## src/hw/rtl/gpm_pkg.sv

```systemverilog
// ----------------------------------------------------------------------------
// gpm_pkg
// Shared types, constants and helpers for the Gray-coded PAM mapper/demapper.
// ----------------------------------------------------------------------------
`timescale 1ns / 1ps
`default_nettype none

package gpm_pkg;

    localparam int MAX_BPS = 8;
    localparam int FRAC    = 8;
    localparam int VAL_W   = 20;
    localparam int PN_W    = 15;
    localparam int BPS_W   = 4;
    localparam int PS_W    = MAX_BPS + 2;
    localparam int PROD_W  = PS_W + PN_W + 1;
    localparam int SH      = 14 - FRAC;
    localparam int SHW     = MAX_BPS + FRAC;
    localparam int DW      = ((SHW > VAL_W) ? SHW : VAL_W) + 2;

    localparam logic [1:0] REG_MODE = 2'd0;
    localparam logic [1:0] REG_BPS  = 2'd1;
    localparam logic [1:0] REG_PN   = 2'd2;

    localparam logic MODE_MOD   = 1'b0;
    localparam logic MODE_DEMOD = 1'b1;

    localparam logic signed [31:0] VAL_MAX = 32'sd524287;
    localparam logic signed [31:0] VAL_MIN = -32'sd524288;

    typedef struct packed {
        logic             mode;
        logic [BPS_W-1:0] bps;
        logic [PN_W-1:0]  pn;
    } t_cfg;

    function automatic logic signed [VAL_W-1:0] sat20(input logic signed [31:0] v);
        logic signed [VAL_W-1:0] r;
        if (v > VAL_MAX) begin
            r = VAL_MAX[VAL_W-1:0];
        end else if (v < VAL_MIN) begin
            r = VAL_MIN[VAL_W-1:0];
        end else begin
            r = v[VAL_W-1:0];
        end
        return r;
    endfunction

endpackage

`default_nettype wire

```

## src/hw/rtl/gpm_cfg.sv

```systemverilog
// ----------------------------------------------------------------------------
// gpm_cfg
// APB register file holding mode, bits per symbol and power normalizer.
// ----------------------------------------------------------------------------
`timescale 1ns / 1ps
`default_nettype none

module gpm_cfg
    import gpm_pkg::*;
(
    input  wire logic        i_clk,
    input  wire logic        i_rst_n,
    input  wire logic        psel,
    input  wire logic        penable,
    input  wire logic        pwrite,
    input  wire logic [3:0]  paddr,
    input  wire logic [31:0] pwdata,
    output logic      [31:0] prdata,
    output logic             pready,
    output t_cfg             o_cfg
);

    logic             r_mode;
    logic [BPS_W-1:0] r_bps;
    logic [PN_W-1:0]  r_pn;
    logic             w_wr;

    assign pready = 1'b1;
    assign w_wr   = psel && penable && pwrite;

    always_ff @(posedge i_clk) begin
        if (!i_rst_n) begin
            r_mode <= MODE_MOD;
            r_bps  <= BPS_W'(1);
            r_pn   <= PN_W'(16384);
        end else if (w_wr) begin
            case (paddr[3:2])
                REG_MODE: r_mode <= pwdata[0];
                REG_BPS:  r_bps  <= pwdata[BPS_W-1:0];
                REG_PN:   r_pn   <= pwdata[PN_W-1:0];
                default: begin
                end
            endcase
        end
    end

    always_comb begin
        case (paddr[3:2])
            REG_MODE: prdata = {31'd0, r_mode};
            REG_BPS:  prdata = {{(32-BPS_W){1'b0}}, r_bps};
            REG_PN:   prdata = {{(32-PN_W){1'b0}}, r_pn};
            default:  prdata = 32'd0;
        endcase
    end

    always_comb begin
        o_cfg.mode = r_mode;
        o_cfg.pn   = r_pn;
        if (r_bps == BPS_W'(0)) begin
            o_cfg.bps = BPS_W'(1);
        end else if (r_bps > BPS_W'(MAX_BPS)) begin
            o_cfg.bps = BPS_W'(MAX_BPS);
        end else begin
            o_cfg.bps = r_bps;
        end
    end

endmodule

`default_nettype wire

```

## src/hw/rtl/gpm_mapper.sv

```systemverilog
// ----------------------------------------------------------------------------
// gpm_mapper
// Gray-coded PAM symbol accumulator with normalizer scaling and saturation.
// ----------------------------------------------------------------------------
`timescale 1ns / 1ps
`default_nettype none

module gpm_mapper
    import gpm_pkg::*;
(
    input  wire logic                    i_clk,
    input  wire logic                    i_rst_n,
    input  wire logic                    i_update,
    input  wire logic                    i_bit,
    input  wire logic [BPS_W-1:0]        i_bps,
    input  wire logic [PN_W-1:0]         i_pn,
    output logic                         o_emit,
    output logic signed [VAL_W-1:0]      o_value
);

    logic [BPS_W-1:0]         r_count;
    logic signed [PS_W-1:0]   r_sym;
    logic                     r_sign;
    logic [BPS_W-1:0]         n_count;
    logic signed [PS_W-1:0]   n_sym;
    logic                     n_sign;
    logic [PS_W-1:0]          w_step;
    logic signed [PROD_W-1:0] w_prod;
    logic signed [PROD_W-1:0] w_shr;

    assign n_sign  = i_bit ? ~r_sign : r_sign;
    assign w_step  = n_sign ? {{(PS_W-1){1'b0}}, 1'b1} : {PS_W{1'b1}};
    assign n_sym   = (r_sym <<< 1) + $signed(w_step);
    assign n_count = r_count + BPS_W'(1);
    assign o_emit  = n_count >= i_bps;

    assign w_prod  = $signed(PROD_W'(n_sym)) * $signed({{(PROD_W-PN_W){1'b0}}, i_pn});
    assign w_shr   = w_prod >>> SH;
    assign o_value = sat20(32'(w_shr));

    always_ff @(posedge i_clk) begin
        if (!i_rst_n) begin
            r_count <= '0;
            r_sym   <= '0;
            r_sign  <= 1'b1;
        end else if (i_update) begin
            if (o_emit) begin
                r_count <= '0;
                r_sym   <= '0;
                r_sign  <= 1'b1;
            end else begin
                r_count <= n_count;
                r_sym   <= n_sym;
                r_sign  <= n_sign;
            end
        end
    end

endmodule

`default_nettype wire

```

## src/hw/rtl/gpm_demapper.sv

```systemverilog
// ----------------------------------------------------------------------------
// gpm_demapper
// Soft-value sequencer: one |a| minus halving-shift step per output beat.
// ----------------------------------------------------------------------------
`timescale 1ns / 1ps
`default_nettype none

module gpm_demapper
    import gpm_pkg::*;
(
    input  wire logic                     i_clk,
    input  wire logic                     i_rst_n,
    input  wire logic                     i_start,
    input  wire logic                     i_step,
    input  wire logic signed [VAL_W-1:0]  i_amplitude,
    input  wire logic [BPS_W-1:0]         i_bps,
    output logic                          o_busy,
    output logic                          o_last,
    output logic signed [VAL_W-1:0]       o_value
);

    localparam logic [SHW-1:0] BASE = SHW'(1) << FRAC;

    logic signed [VAL_W-1:0] r_a;
    logic [SHW-1:0]          r_shift;
    logic [BPS_W-1:0]        r_rem;
    logic signed [VAL_W-1:0] w_src;
    logic [SHW-1:0]          w_sh;
    logic [SHW-1:0]          w_init;
    logic signed [DW-1:0]    w_abs;
    logic signed [DW-1:0]    w_diff;

    assign w_init = BASE << (i_bps - BPS_W'(1));
    assign w_src  = i_start ? i_amplitude : r_a;
    assign w_sh   = i_start ? w_init : r_shift;
    assign w_abs  = w_src[VAL_W-1] ? -DW'(w_src) : DW'(w_src);
    assign w_diff = w_abs - $signed({{(DW-SHW){1'b0}}, w_sh});

    always_ff @(posedge i_clk) begin
        if (!i_rst_n) begin
            r_rem <= '0;
        end else if (i_start) begin
            r_rem <= i_bps - BPS_W'(1);
        end else if (i_step) begin
            r_rem <= r_rem - BPS_W'(1);
        end
    end

    always_ff @(posedge i_clk) begin
        if (i_start || i_step) begin
            r_a     <= sat20(32'(w_diff));
            r_shift <= w_sh >> 1;
        end
    end

    assign o_busy  = r_rem != BPS_W'(0);
    assign o_last  = r_rem == BPS_W'(1);
    assign o_value = r_a;

endmodule

`default_nettype wire

```

## src/hw/rtl/gray_pam_mapper_demapper.sv

```systemverilog
// ----------------------------------------------------------------------------
// gray_pam_mapper_demapper
// Gray-coded PAM mapper and soft demapper selected by a mode register.
// ----------------------------------------------------------------------------
// An accepted beat is held in the input register until the mapper or demapper
// takes it; a new amplitude waits until all soft values of the last one are out.
// Modulate takes one bit per cycle unless a symbol waits on a stalled output; each
// amplitude gives bits_per_symbol soft values, one per cycle unless stalled.
// Synchronous reset restores the register defaults and clears the symbol state.
// ----------------------------------------------------------------------------
`timescale 1ns / 1ps
`default_nettype none

module gray_pam_mapper_demapper
    import gpm_pkg::*;
(
    input  wire logic                     i_clk,
    input  wire logic                     i_rst_n,
    input  wire logic                     i_valid,
    output logic                          o_stall,
    input  wire logic                     i_in_bit,
    input  wire logic signed [VAL_W-1:0]  i_in_amplitude,
    output logic                          o_valid,
    input  wire logic                     i_stall,
    output logic signed [VAL_W-1:0]       o_out_value,
    output logic                          o_out_last,
    input  wire logic                     psel,
    input  wire logic                     penable,
    input  wire logic                     pwrite,
    input  wire logic [3:0]               paddr,
    input  wire logic [31:0]              pwdata,
    output logic      [31:0]              prdata,
    output logic                          pready
);

    t_cfg                    w_cfg;
    logic                    r_iv;
    logic                    r_bit;
    logic signed [VAL_W-1:0] r_amp;
    logic                    r_ov;
    logic signed [VAL_W-1:0] r_val;
    logic                    r_last;
    logic                    w_out_free;
    logic                    w_proc;
    logic                    w_step;
    logic                    w_in_ready;
    logic                    w_emit;
    logic signed [VAL_W-1:0] w_mod_val;
    logic                    w_busy;
    logic                    w_dm_last;
    logic signed [VAL_W-1:0] w_dm_val;

    gpm_cfg u_cfg (
        .i_clk   (i_clk),
        .i_rst_n (i_rst_n),
        .psel    (psel),
        .penable (penable),
        .pwrite  (pwrite),
        .paddr   (paddr),
        .pwdata  (pwdata),
        .prdata  (prdata),
        .pready  (pready),
        .o_cfg   (w_cfg)
    );

    gpm_mapper u_mapper (
        .i_clk    (i_clk),
        .i_rst_n  (i_rst_n),
        .i_update (w_proc && (w_cfg.mode == MODE_MOD)),
        .i_bit    (r_bit),
        .i_bps    (w_cfg.bps),
        .i_pn     (w_cfg.pn),
        .o_emit   (w_emit),
        .o_value  (w_mod_val)
    );

    gpm_demapper u_demapper (
        .i_clk       (i_clk),
        .i_rst_n     (i_rst_n),
        .i_start     (w_proc && (w_cfg.mode == MODE_DEMOD)),
        .i_step      (w_step),
        .i_amplitude (r_amp),
        .i_bps       (w_cfg.bps),
        .o_busy      (w_busy),
        .o_last      (w_dm_last),
        .o_value     (w_dm_val)
    );

    assign w_out_free = !r_ov || !i_stall;
    assign w_step     = w_busy && w_out_free;
    assign w_proc     = r_iv && !w_busy &&
                        ((w_cfg.mode == MODE_MOD && !w_emit) || w_out_free);
    assign w_in_ready = !r_iv || w_proc;
    assign o_stall    = !w_in_ready;

    always_ff @(posedge i_clk) begin
        if (!i_rst_n) begin
            r_iv <= 1'b0;
        end else if (i_valid && w_in_ready) begin
            r_iv <= 1'b1;
        end else if (w_proc) begin
            r_iv <= 1'b0;
        end
    end

    always_ff @(posedge i_clk) begin
        if (i_valid && w_in_ready) begin
            r_bit <= i_in_bit;
            r_amp <= i_in_amplitude;
        end
    end

    always_ff @(posedge i_clk) begin
        if (!i_rst_n) begin
            r_ov <= 1'b0;
        end else if (w_step) begin
            r_ov <= 1'b1;
        end else if (w_proc && (w_cfg.mode == MODE_DEMOD || w_emit)) begin
            r_ov <= 1'b1;
        end else if (!i_stall) begin
            r_ov <= 1'b0;
        end
    end

    always_ff @(posedge i_clk) begin
        if (w_step) begin
            r_val  <= w_dm_val;
            r_last <= w_dm_last;
        end else if (w_proc && w_cfg.mode == MODE_DEMOD) begin
            r_val  <= r_amp;
            r_last <= w_cfg.bps == BPS_W'(1);
        end else if (w_proc && w_emit) begin
            r_val  <= w_mod_val;
            r_last <= 1'b1;
        end
    end

    assign o_valid     = r_ov;
    assign o_out_value = r_val;
    assign o_out_last  = r_last;

    a_busy_blocks_input: assert property (@(posedge i_clk) disable iff (!i_rst_n)
        w_busy |-> !w_proc)
        else $error("input beat consumed while soft values are pending");

    a_busy_holds_output: assert property (@(posedge i_clk) disable iff (!i_rst_n)
        w_busy |-> r_ov)
        else $error("soft sequence pending without a result held");

    a_not_last_continues: assert property (@(posedge i_clk) disable iff (!i_rst_n)
        (r_ov && !r_last) |-> w_busy)
        else $error("non-final soft value without a following value");

    a_start_sets_busy: assert property (@(posedge i_clk) disable iff (!i_rst_n)
        (w_proc && w_cfg.mode == MODE_DEMOD && w_cfg.bps != BPS_W'(1)) |=> w_busy)
        else $error("multi-bit demodulation did not start a soft sequence");

endmodule

`default_nettype wire
```

## config.mk

```make
export PLATFORM = sky130hd
export DESIGN_NAME = gray_pam_mapper_demapper
export DESIGN_NICKNAME = d
export VERILOG_FILES = /design/src/hw/rtl/gpm_pkg.sv /design/src/hw/rtl/gpm_cfg.sv /design/src/hw/rtl/gpm_mapper.sv /design/src/hw/rtl/gpm_demapper.sv /design/src/hw/rtl/gray_pam_mapper_demapper.sv
export SDC_FILE = /design/constraint.sdc
export NUM_CORES = 1
export LEC_CHECK = 0
export BUFFER_PORTS_ARGS = -buffer_cell sky130_fd_sc_hd__buf_2
export CORE_MARGIN = 1
export CORE_UTILIZATION = 60
export DETAILED_ROUTE_END_ITERATION = 10
export PLACE_DENSITY_LB_ADDON = 0.3
export SETUP_SLACK_MARGIN = 0.1
export SLEW_MARGIN = 20
export SYNTH_ARGS = -nofsm -noshare
export SYNTH_HDL_FRONTEND = slang
export SYNTH_SLANG_ARGS = --single-unit
```

## constraint.sdc

```tcl
create_clock -name i_clk -period 16.5 [get_ports i_clk]
set_clock_uncertainty 0.15 [all_clocks]
set_input_delay 2.475 -clock i_clk [delete_from_list [all_inputs] [get_ports i_clk]]
set_output_delay 2.475 -clock i_clk [all_outputs]
set_load 0.005 [all_outputs]
```

# Yosys cells after proc, flatten, opt, wreduce, memory -nomap -nowiden
# Index checks and enable logic that the tools add are counted.
# totals
regBits,117
# op_classes
add_sub_neg,6
mul,1
n_lt_le_gt_ge,6
eq_ne,5
shift,1
muxes,27
bitwise,2
n_reduce_logical,31
# op_table
operator,count
$mux 20,7
$pmux 15 s3,1
$mul 10x16->26,1
$gt 22x20->1 const B,1
$lt 22x20->1 const B,1
$mux 22,1
$neg 20->22,1
$sub 22x17->22,1
$gt 20x20->1 const B,1
$lt 20x20->1 const B,1
$mux 4,5
$mux 16,1
$shl 9x4->16 const A,1
$logic_and 1x1->1,11
$add 10x10->10,1
$mux 1,10
$mux 10,1
$mux 9,1
$eq 4x1->1 const B,2
$sub 4x1->4 const B,2
$logic_not 1->1,6
$reduce_and 2->1,3
$logic_or 1x1->1,5
$add 4x1->4 const B,1
11 further kinds,13

# Depth between registers and ports, before layout
# Gate-level depths: netlist (run 1).
# logic_depth
word_depth,15
depth_mapped,31
mapped_depth_nobuf,30

# By module
# A second synthesis (run 1) with hierarchy kept.
# unflattened
cells_unflattened,1409
area_unflattened_um2,12812.3
# modules_own_cells
module,n_inst,cells_each,area_each_um2,seq_area_each_um2
gpm_mapper,1,753,6266.0,280.3
gpm_demapper,1,363,3384.5,1131.1
gray_pam_mapper_demapper,1,159,2033.2,1301.2
gpm_cfg,1,134,1128.6,400.4

# Worst setup path after synthesis (run 1)
# Ideal clock, no wire load.
# synth_path
path_type,register to register
start,register r_bit
end,"register r_val[18], in the netlist o_out_value[18], data pin"
setup_ns,0.270
arrival_time_ns,7.333
required_ns,16.080
setup_slack_ns,8.747
stages_incl_launch_ff,32
period_less_slack_ns,7.753
path_cell_list,edfxtp_1 > xor2_2 > inv_1 > ha_1 > ha_1 > or2_2 > a21oi_1 > o21bai_1 > o21ai_0 > a21oi_1 > a31o_2 > xnor2_1 > buf_2 > nor2_1 > fa_1 > inv_1 > fa_1 > inv_1 > fa_1 > fa_1 > inv_1 > fa_1 > inv_1 > ha_1 > nand3_1 > nor4_1 > a211oi_1 > a211o_1 > a31oi_1 > a21oi_1 > xor2_1 > a21oi_1
# synth_via
elab_chain_cells,10
word_cells_on_any_way,11
classes_between,add/sub: 1; mul: 1; order compare: 2; mux: 7
# synth_lines
element,line,source
from (decl),gray_pam_mapper_demapper.sv:38,logic r_bit;
from (signal assigned),gray_pam_mapper_demapper.sv:108,r_bit <= i_in_bit;
$mux 1 *,gpm_mapper.sv:31,assign n_sign = i_bit ? ~r_sign : r_sign;
$mux 10 *,gpm_mapper.sv:32,"assign w_step = n_sign ? {{(PS_W-1){1'b0}}, 1'b1} : {PS_W{1'b1}};"
$add 10x10->10 *,gpm_mapper.sv:33,assign n_sym = (r_sym <<< 1) + $signed(w_step);
$mul 10x16->26 *,gpm_mapper.sv:37,"assign w_prod = $signed(PROD_W'(n_sym)) * $signed({{(PROD_W-PN_W){1'b0}}, i_pn});"
$lt 20x20->1,gpm_pkg.sv:41,end else if (v < VAL_MIN) begin
$mux 20,gpm_pkg.sv:41,
$mux 20 *,gpm_pkg.sv:39,if (v > VAL_MAX) begin
$mux 20 *,gray_pam_mapper_demapper.sv:132,end else if (w_proc && w_emit) begin
$mux 20 *,gray_pam_mapper_demapper.sv:129,end else if (w_proc && w_cfg.mode == MODE_DEMOD) begin
$mux 20 *,gray_pam_mapper_demapper.sv:126,if (w_step) begin
to (signal assigned),gray_pam_mapper_demapper.sv:127,r_val <= w_dm_val;
to (signal assigned),gray_pam_mapper_demapper.sv:130,r_val <= r_amp;
to (signal assigned),gray_pam_mapper_demapper.sv:133,r_val <= w_mod_val;
to (decl),gray_pam_mapper_demapper.sv:41,logic signed [VAL_W-1:0] r_val;
# Every way passes the cells marked *; elsewhere a longest branch is shown, timed or not. The select of a mux whose other input is x is not followed.
# A chain may end at the register's enable or synchronous reset.

# Worst setup path after layout (run 1)
# layout_path
start,register r_bit
end,"register r_val[11], in the netlist o_out_value[11], data pin"
# The elaborated chain is that of the path after synthesis.

==> summary.txt, run 1 <==
fin cells: 1629
Initial DRT Pass Iterations: 6
CTS buffer count: 17
Net Sw Power: 0.8768 mW
max-cap violation count: 0
Post-synth ARST share: 0%
Pleak: 6.185 nW
actual slew at the worst max-slew pin: 1.105 ns
Fmax: 114.6 MHz
global-route wire length before repair: 45.04 mm
Period minus WS final: 8.730 ns
Clock Tree Root: clkbuf_16
ys flop type: edfxtp_1
Seq pwr share: 27.0%
Post-synth EDFFs: 77
DIE AREA: 20350 um^2
post-synthesis compound-gate area fraction: 11.92%
distinct cell type count after synthesis: 71
Mean Syn Cell Area: 9.208 um^2
Worst Path Required: 16.53 ns
row count: 51
layout cells sized above 1: 11.44%
CP bufs+invs: 5
initial antenna violation count: 0
Max VDD drop: 0.1251 mV
reg-to-reg setup timing slack: 7.77 ns
initial DRC count: 665
Clk Latency, worst-skew pair: 0.42 ns
commonest non-fill, non-tap cell in the layout: nand2_1
setup_tns: 0 ns
RSZ-0062 raised after global routing: no
most frequent cells in the layout: nand2_1 (172), inv_1 (170), ha_1 (109)
Clock power frac: 18.8%
Critical Path End Type: flop
Detailed Route WL: 27.92 mm
Post-DP HPWL: 20.45 mm
fillers: 1578
Top cell by count, worst path: fa_1
internal power: 1.191 mW
hold_ws: 0.3120 ns
Placed Cells: 1597
Final period util: 52.91%
critical path launch point type: flop
# clock sinks: 117
CP Max Fanout: 17
routed len/inst: 17.14 um
kind of critical path: reg2reg
Starting Density: 61.18%
worst hold path type: reg2reg
Gate Count Post-Synth: 1289
XOR/XNOR share of the synthesized area: 4.934%
Resized Gates After CTS: 0
GPL Wtd Cong: 0.9354
arrival time worst endpoint: 8.76 ns
max_slew headroom: 25.99%
Seq/Total Area, Yosys: 26.23%
outcome: complete, no violations
Final WS setup: 7.770 ns
Vias/cell: 5.740
sw frac: 42.41%
Slew Viols, Final: 0
Synth Cell Area: 11870 um^2
Ant. Diodes: 0
mux contribution to synthesized area: 2.678%
H-tree depth: 4
Layout area overhead: 9.941%
All-Layer GR Usage: 29.08%
final hold viol count: 0
hold buffers post-CTS: 0
Die W: 142.6 um
pwr dens: 158.5 nW/um^2
Die H: 142.6 um
post-synthesis simple-gate area fraction: 16.85%
Crit-path slowest cell: fa_1
Top delay family on crit path: adder cells
port bufs: 82
largest family of logic cells by synthesized area: adder cells
Core Region: 19400 um^2
flops & latches, synth: 117
pre-CTS setup slack: 7.918 ns
post-synthesis adder-cell area fraction: 28.86%
largest net degree at the start of global routing: 51
via count: 9351
io pins: 120
Max stage delay on crit path: 0.56 ns
design area: 13050 um^2
combinational share of power: 54.2%
Syn. warnings: 0
ANT nets after route: 0
Clock transition at path regs: 0.06 ns
Setup Buffers After CTS: 0
FF/Latch Area: 3113 um^2
CTS tree: built
multi-input combinational cell area: 7830 um^2
post-layout net count: 1627
CTS max path bufs: 2
number of remaining DRC errors: 0
gr ovfl total: 0
dpl cell area: 12440 um^2
# setup viols final: 0
vias in the first global route: 8819
==> final timing paths <==
path	startpoint	to	depth (start not counted)
max	r_bit	o_out_value[11]	28
min	u_mapper.r_sym[7]	u_mapper.r_sym[7]	2
max reg2reg	r_bit	o_out_value[11]	28
min reg2reg	u_mapper.r_sym[7]	u_mapper.r_sym[7]	2
==> logic make-up (layout without fill, tap and decap cells) <==
logic type / after synthesis / count (layout)
xor gates and xnor gates: 66 / 66
DFF: 117 / 117
adders and majority gates: 212 / 212
buffers and inverters: 242 / 301
muxes: 31 / 31
and+or+nand+nor: 407 / 407
AOI/OAI and AO/OA: 212 / 212
other: 2 / 18
==> synth_stat cells (5+ instances only) <==
master	instances	share of area, %
and2_1	76	4.0
ha_1	109	11
fa_1	103	17
nand4_1	7	0.37
inv_1	170	5.4
o21ai_1	11	0.46
mux2i_1	28	2.4
o31ai_1	10	0.63
nor2_1	54	1.7
nand3_1	17	0.72
o211ai_1	6	0.38
clkbuf_1	46	1.5
buf_4	19	1.2
nor3_1	11	0.46
nand2b_1	11	0.58
dfxtp_1	40	6.7
o21ai_0	29	1.2
a21o_1	11	0.70
a21boi_0	17	1.1
xnor2_1	39	2.9
nand2_1	172	5.4
o22ai_1	6	0.32
o21a_1	12	0.76
o21bai_1	6	0.38
or2_2	7	0.37
or4_1	5	0.32
xor2_1	26	1.9
a211oi_1	5	0.32
a31oi_1	7	0.37
a22oi_1	17	1.1
edfxtp_1	77	19
nor4_1	6	0.32
a21oi_1	50	2.1
nor2b_1	23	1.2
==> power groups by stage <==
stage	combinational [mW]	clock [mW]	sequential, mW
after floorplan	0.839	0	0.549
after global placement	1.07	0	0.561
after detailed placement	1.10	0	0.561
after CTS	1.11	0.390	0.557
after global routing	1.25	0.403	0.568
final	1.12	0.388	0.559
==> state kept, by name, indices dropped and copies added, names as in the netlist, 9 cells and up <==
register	cells
u_demapper.r_shift	15
u_cfg.r_pn	15
u_mapper.r_sym	9
r_amp	20
o_out_value	20
u_demapper.o_value	20
==> metrics by stage <==
| step | power (mW) | utilization [%] |
|---|---|---|
| final | 2.068 | 67.27 |
| after global routing | 2.217 | 67.27 |
| after CTS | 2.059 | 67.25 |
| after detailed placement | 1.659 | 64.15 |
| after global placement | 1.631 | 64.15 |
| after floorplan | 1.388 | - |
==> metal layers <==
metal | vias to the layer above | routed length (um) | share of wire (%) | GRT usage [%]
met3 | 60 | 1719 | 6.2 | 4.158
li1 | 4379 | - | - | -
met5 | - | 0 | 0 | 0
met1 | 4567 | 12200 | 44 | 39.70
met4 | 0 | 799 | 2.9 | 11.32
met2 | 345 | 13200 | 47 | 46.88
==> area by class of cell <==
class | count | share of cell area, %
sequential | 117 | 23.86
timing repair buffer | 98 | 4.066
clock inverter | 14 | 1.323
inverter | 171 | 4.919
multi-input combinational | 946 | 60.01
tap | 265 | 2.541
clock buffer | 18 | 3.289
==> tightest hold or removal path: cells and delay by family (launching register included) <==
kind | cells | cell delay [ns]
AND/OR/NAND/NOR | 2 | 0.10
flip-flops | 1 | 0.32
Power figures use the tool's default switching activity.
==> inputs of run 2 (changes only) <==
clock period = 9 ns   (was 16.5 ns; I/O delays follow)
==> run 2 against run 1 <==
  * First-iteration DRC count grew 25%
  * Worst setup slack worse by 7.2 ns
  * Global-route usage rose by 0.31 points
  * Fmax increased by 3.8%
  * Largest power group unchanged
  * Cell count is essentially flat
  * Non-clock buffer count down 1
==> summary.txt, run 2 (synthesis gave the netlist of run 1 again) <==
routed len/inst: 17.60 um
max_slew headroom: 31.64%
Max stage delay on crit path: 0.55 ns
Core Region: 19400 um^2
Slew Viols, Final: 0
Clock power frac: 18.3%
Clock Tree Root: clkbuf_16
Critical Path Stages: 29
post-layout net count: 1626
commonest non-fill, non-tap cell in the layout: nand2_1
max-cap violation count: 0
pwr dens: 289.3 nW/um^2
Placed Cells: 1596
port bufs: 82
reg-to-reg setup timing slack: 0.59 ns
Initial DRT Pass Iterations: 5
Crit-path slowest cell: fa_1
row count: 51
gr ovfl total: 0
design area: 13080 um^2
initial antenna violation count: 0
CTS buffer count: 17
Fmax: 118.9 MHz
layout cells sized above 1: 11.67%
Clock transition at path regs: 0.06 ns
Period minus WS final: 8.410 ns
ANT nets after route: 0
Die W: 142.6 um
sw frac: 42.96%
setup_tns: 0 ns
CTS tree: built
All-Layer GR Usage: 29.39%
fin cells: 1628
vias in the first global route: 9340
Max VDD drop: 0.2008 mV
Net Sw Power: 1.626 mW
Top delay family on crit path: adder cells
kind of critical path: reg2reg
FF-to-FF path depth: 29
Seq pwr share: 27.2%
internal power: 2.158 mW
CTS max path bufs: 2
H-tree depth: 4
fillers: 1557
hold_ws: 0.3127 ns
Starting Density: 61.18%
global-route wire length before repair: 45.63 mm
Critical Path End Type: flop
crit path capture: o_out_value[19]
CP Max Fanout: 10
DIE AREA: 20350 um^2
arrival time worst endpoint: 8.48 ns
critical path launch point type: flop
CP bufs+invs: 5
number of remaining DRC errors: 0
via count: 9499
Vias/cell: 5.835
outcome: complete, no violations
dpl cell area: 12450 um^2
actual slew at the worst max-slew pin: 1.018 ns
Clk Latency, worst-skew pair: 0.43 ns
launching point of the worst reg2reg path: r_bit
initial DRC count: 832
# setup viols final: 0
largest net degree at the start of global routing: 70
Die H: 142.6 um
combinational share of power: 54.4%
Final period util: 93.45%
total power: 3.784 mW
io pins: 120
GPL Wtd Cong: 0.9324
Ant. Diodes: 0
most frequent cells in the layout: nand2_1 (172), inv_1 (170), ha_1 (109)
Detailed Route WL: 28.65 mm
Pleak: 6.189 nW
crit path launch: r_bit
reg2reg end: o_out_value[19]
Post-DP HPWL: 20.73 mm
hold_sp: u_mapper.r_sym[7]
worst hold path type: reg2reg
# clock sinks: 117
Layout area overhead: 10.20%
final hold viol count: 0
RSZ-0062 raised after global routing: no
Worst Path Required: 9.07 ns
## run 2: worst min-delay path by stage
stage / cells past startpoint / end
2_1_floorplan: 2 / u_mapper.r_sym[7]
3_3_place_gp: 2 / u_mapper.r_sym[7]
3_5_place_dp: 2 / u_mapper.r_sym[7]
4_1_cts: 2 / u_mapper.r_sym[7]
5_1_grt: 2 / u_mapper.r_sym[7]
6_report: 2 / u_mapper.r_sym[7]
## run 2: layer usage
metal,share of wire [%],vias to the layer above,global-route usage (%)
met5,0,-,0
met4,3.7,0,13.53
met3,7.6,83,5.399
met2,47,429,48.30
met1,41,4620,37.71
li1,-,4367,-
## run 2: stage by stage
stage	util [%]	setup WS, ns
after floorplan	-	1.247
after global placement	64.15	0.6913
after detailed placement	64.18	0.4507
after CTS	67.18	0.3755
after global routing	67.43	0.09078
final	67.43	0.5899
## run 2: timing repair
| item | 4_1_cts | 5_1_grt |
|---|---|---|
| hold endpoints to repair | 0 | 0 |
| hold buffers | 0 | 0 |
| gates resized for setup | 0 | 5 |
| setup endpoints to repair | 0 | 9 |
| setup buffers | 0 | 0 |
## run 2: cell type report
| type | instances | area (um^2) | area share [%] |
|---|---|---|---|
| Tap cell | 265 | 331.6 | 2.535 |
| Sequential cell | 117 | 3113 | 23.80 |
| Inverter | 171 | 645.6 | 4.936 |
| Multi-Input combinational cell | 946 | 7884 | 60.27 |
| Clock buffer | 18 | 429.2 | 3.281 |
| Timing Repair Buffer | 97 | 523.0 | 3.998 |
| Clock inverter | 14 | 153.9 | 1.177 |
## run 2: power by group through the flow
stage          logic (mW)  registers (mW)  clock network, mW
2_1_floorplan        1.54            1.01                  0
3_3_place_gp         1.95            1.03                  0
3_5_place_dp         2.00            1.03                  0
4_1_cts              2.03            1.02              0.695
5_1_grt              2.28            1.05              0.715
6_report             2.06            1.03              0.694
## run 2: tightest hold or removal path, delay by kind of cell (launching register included)
| kind | cells | cell delay (ns) |
|---|---|---|
| simple gates | 2 | 0.10 |
| flops | 1 | 0.32 |
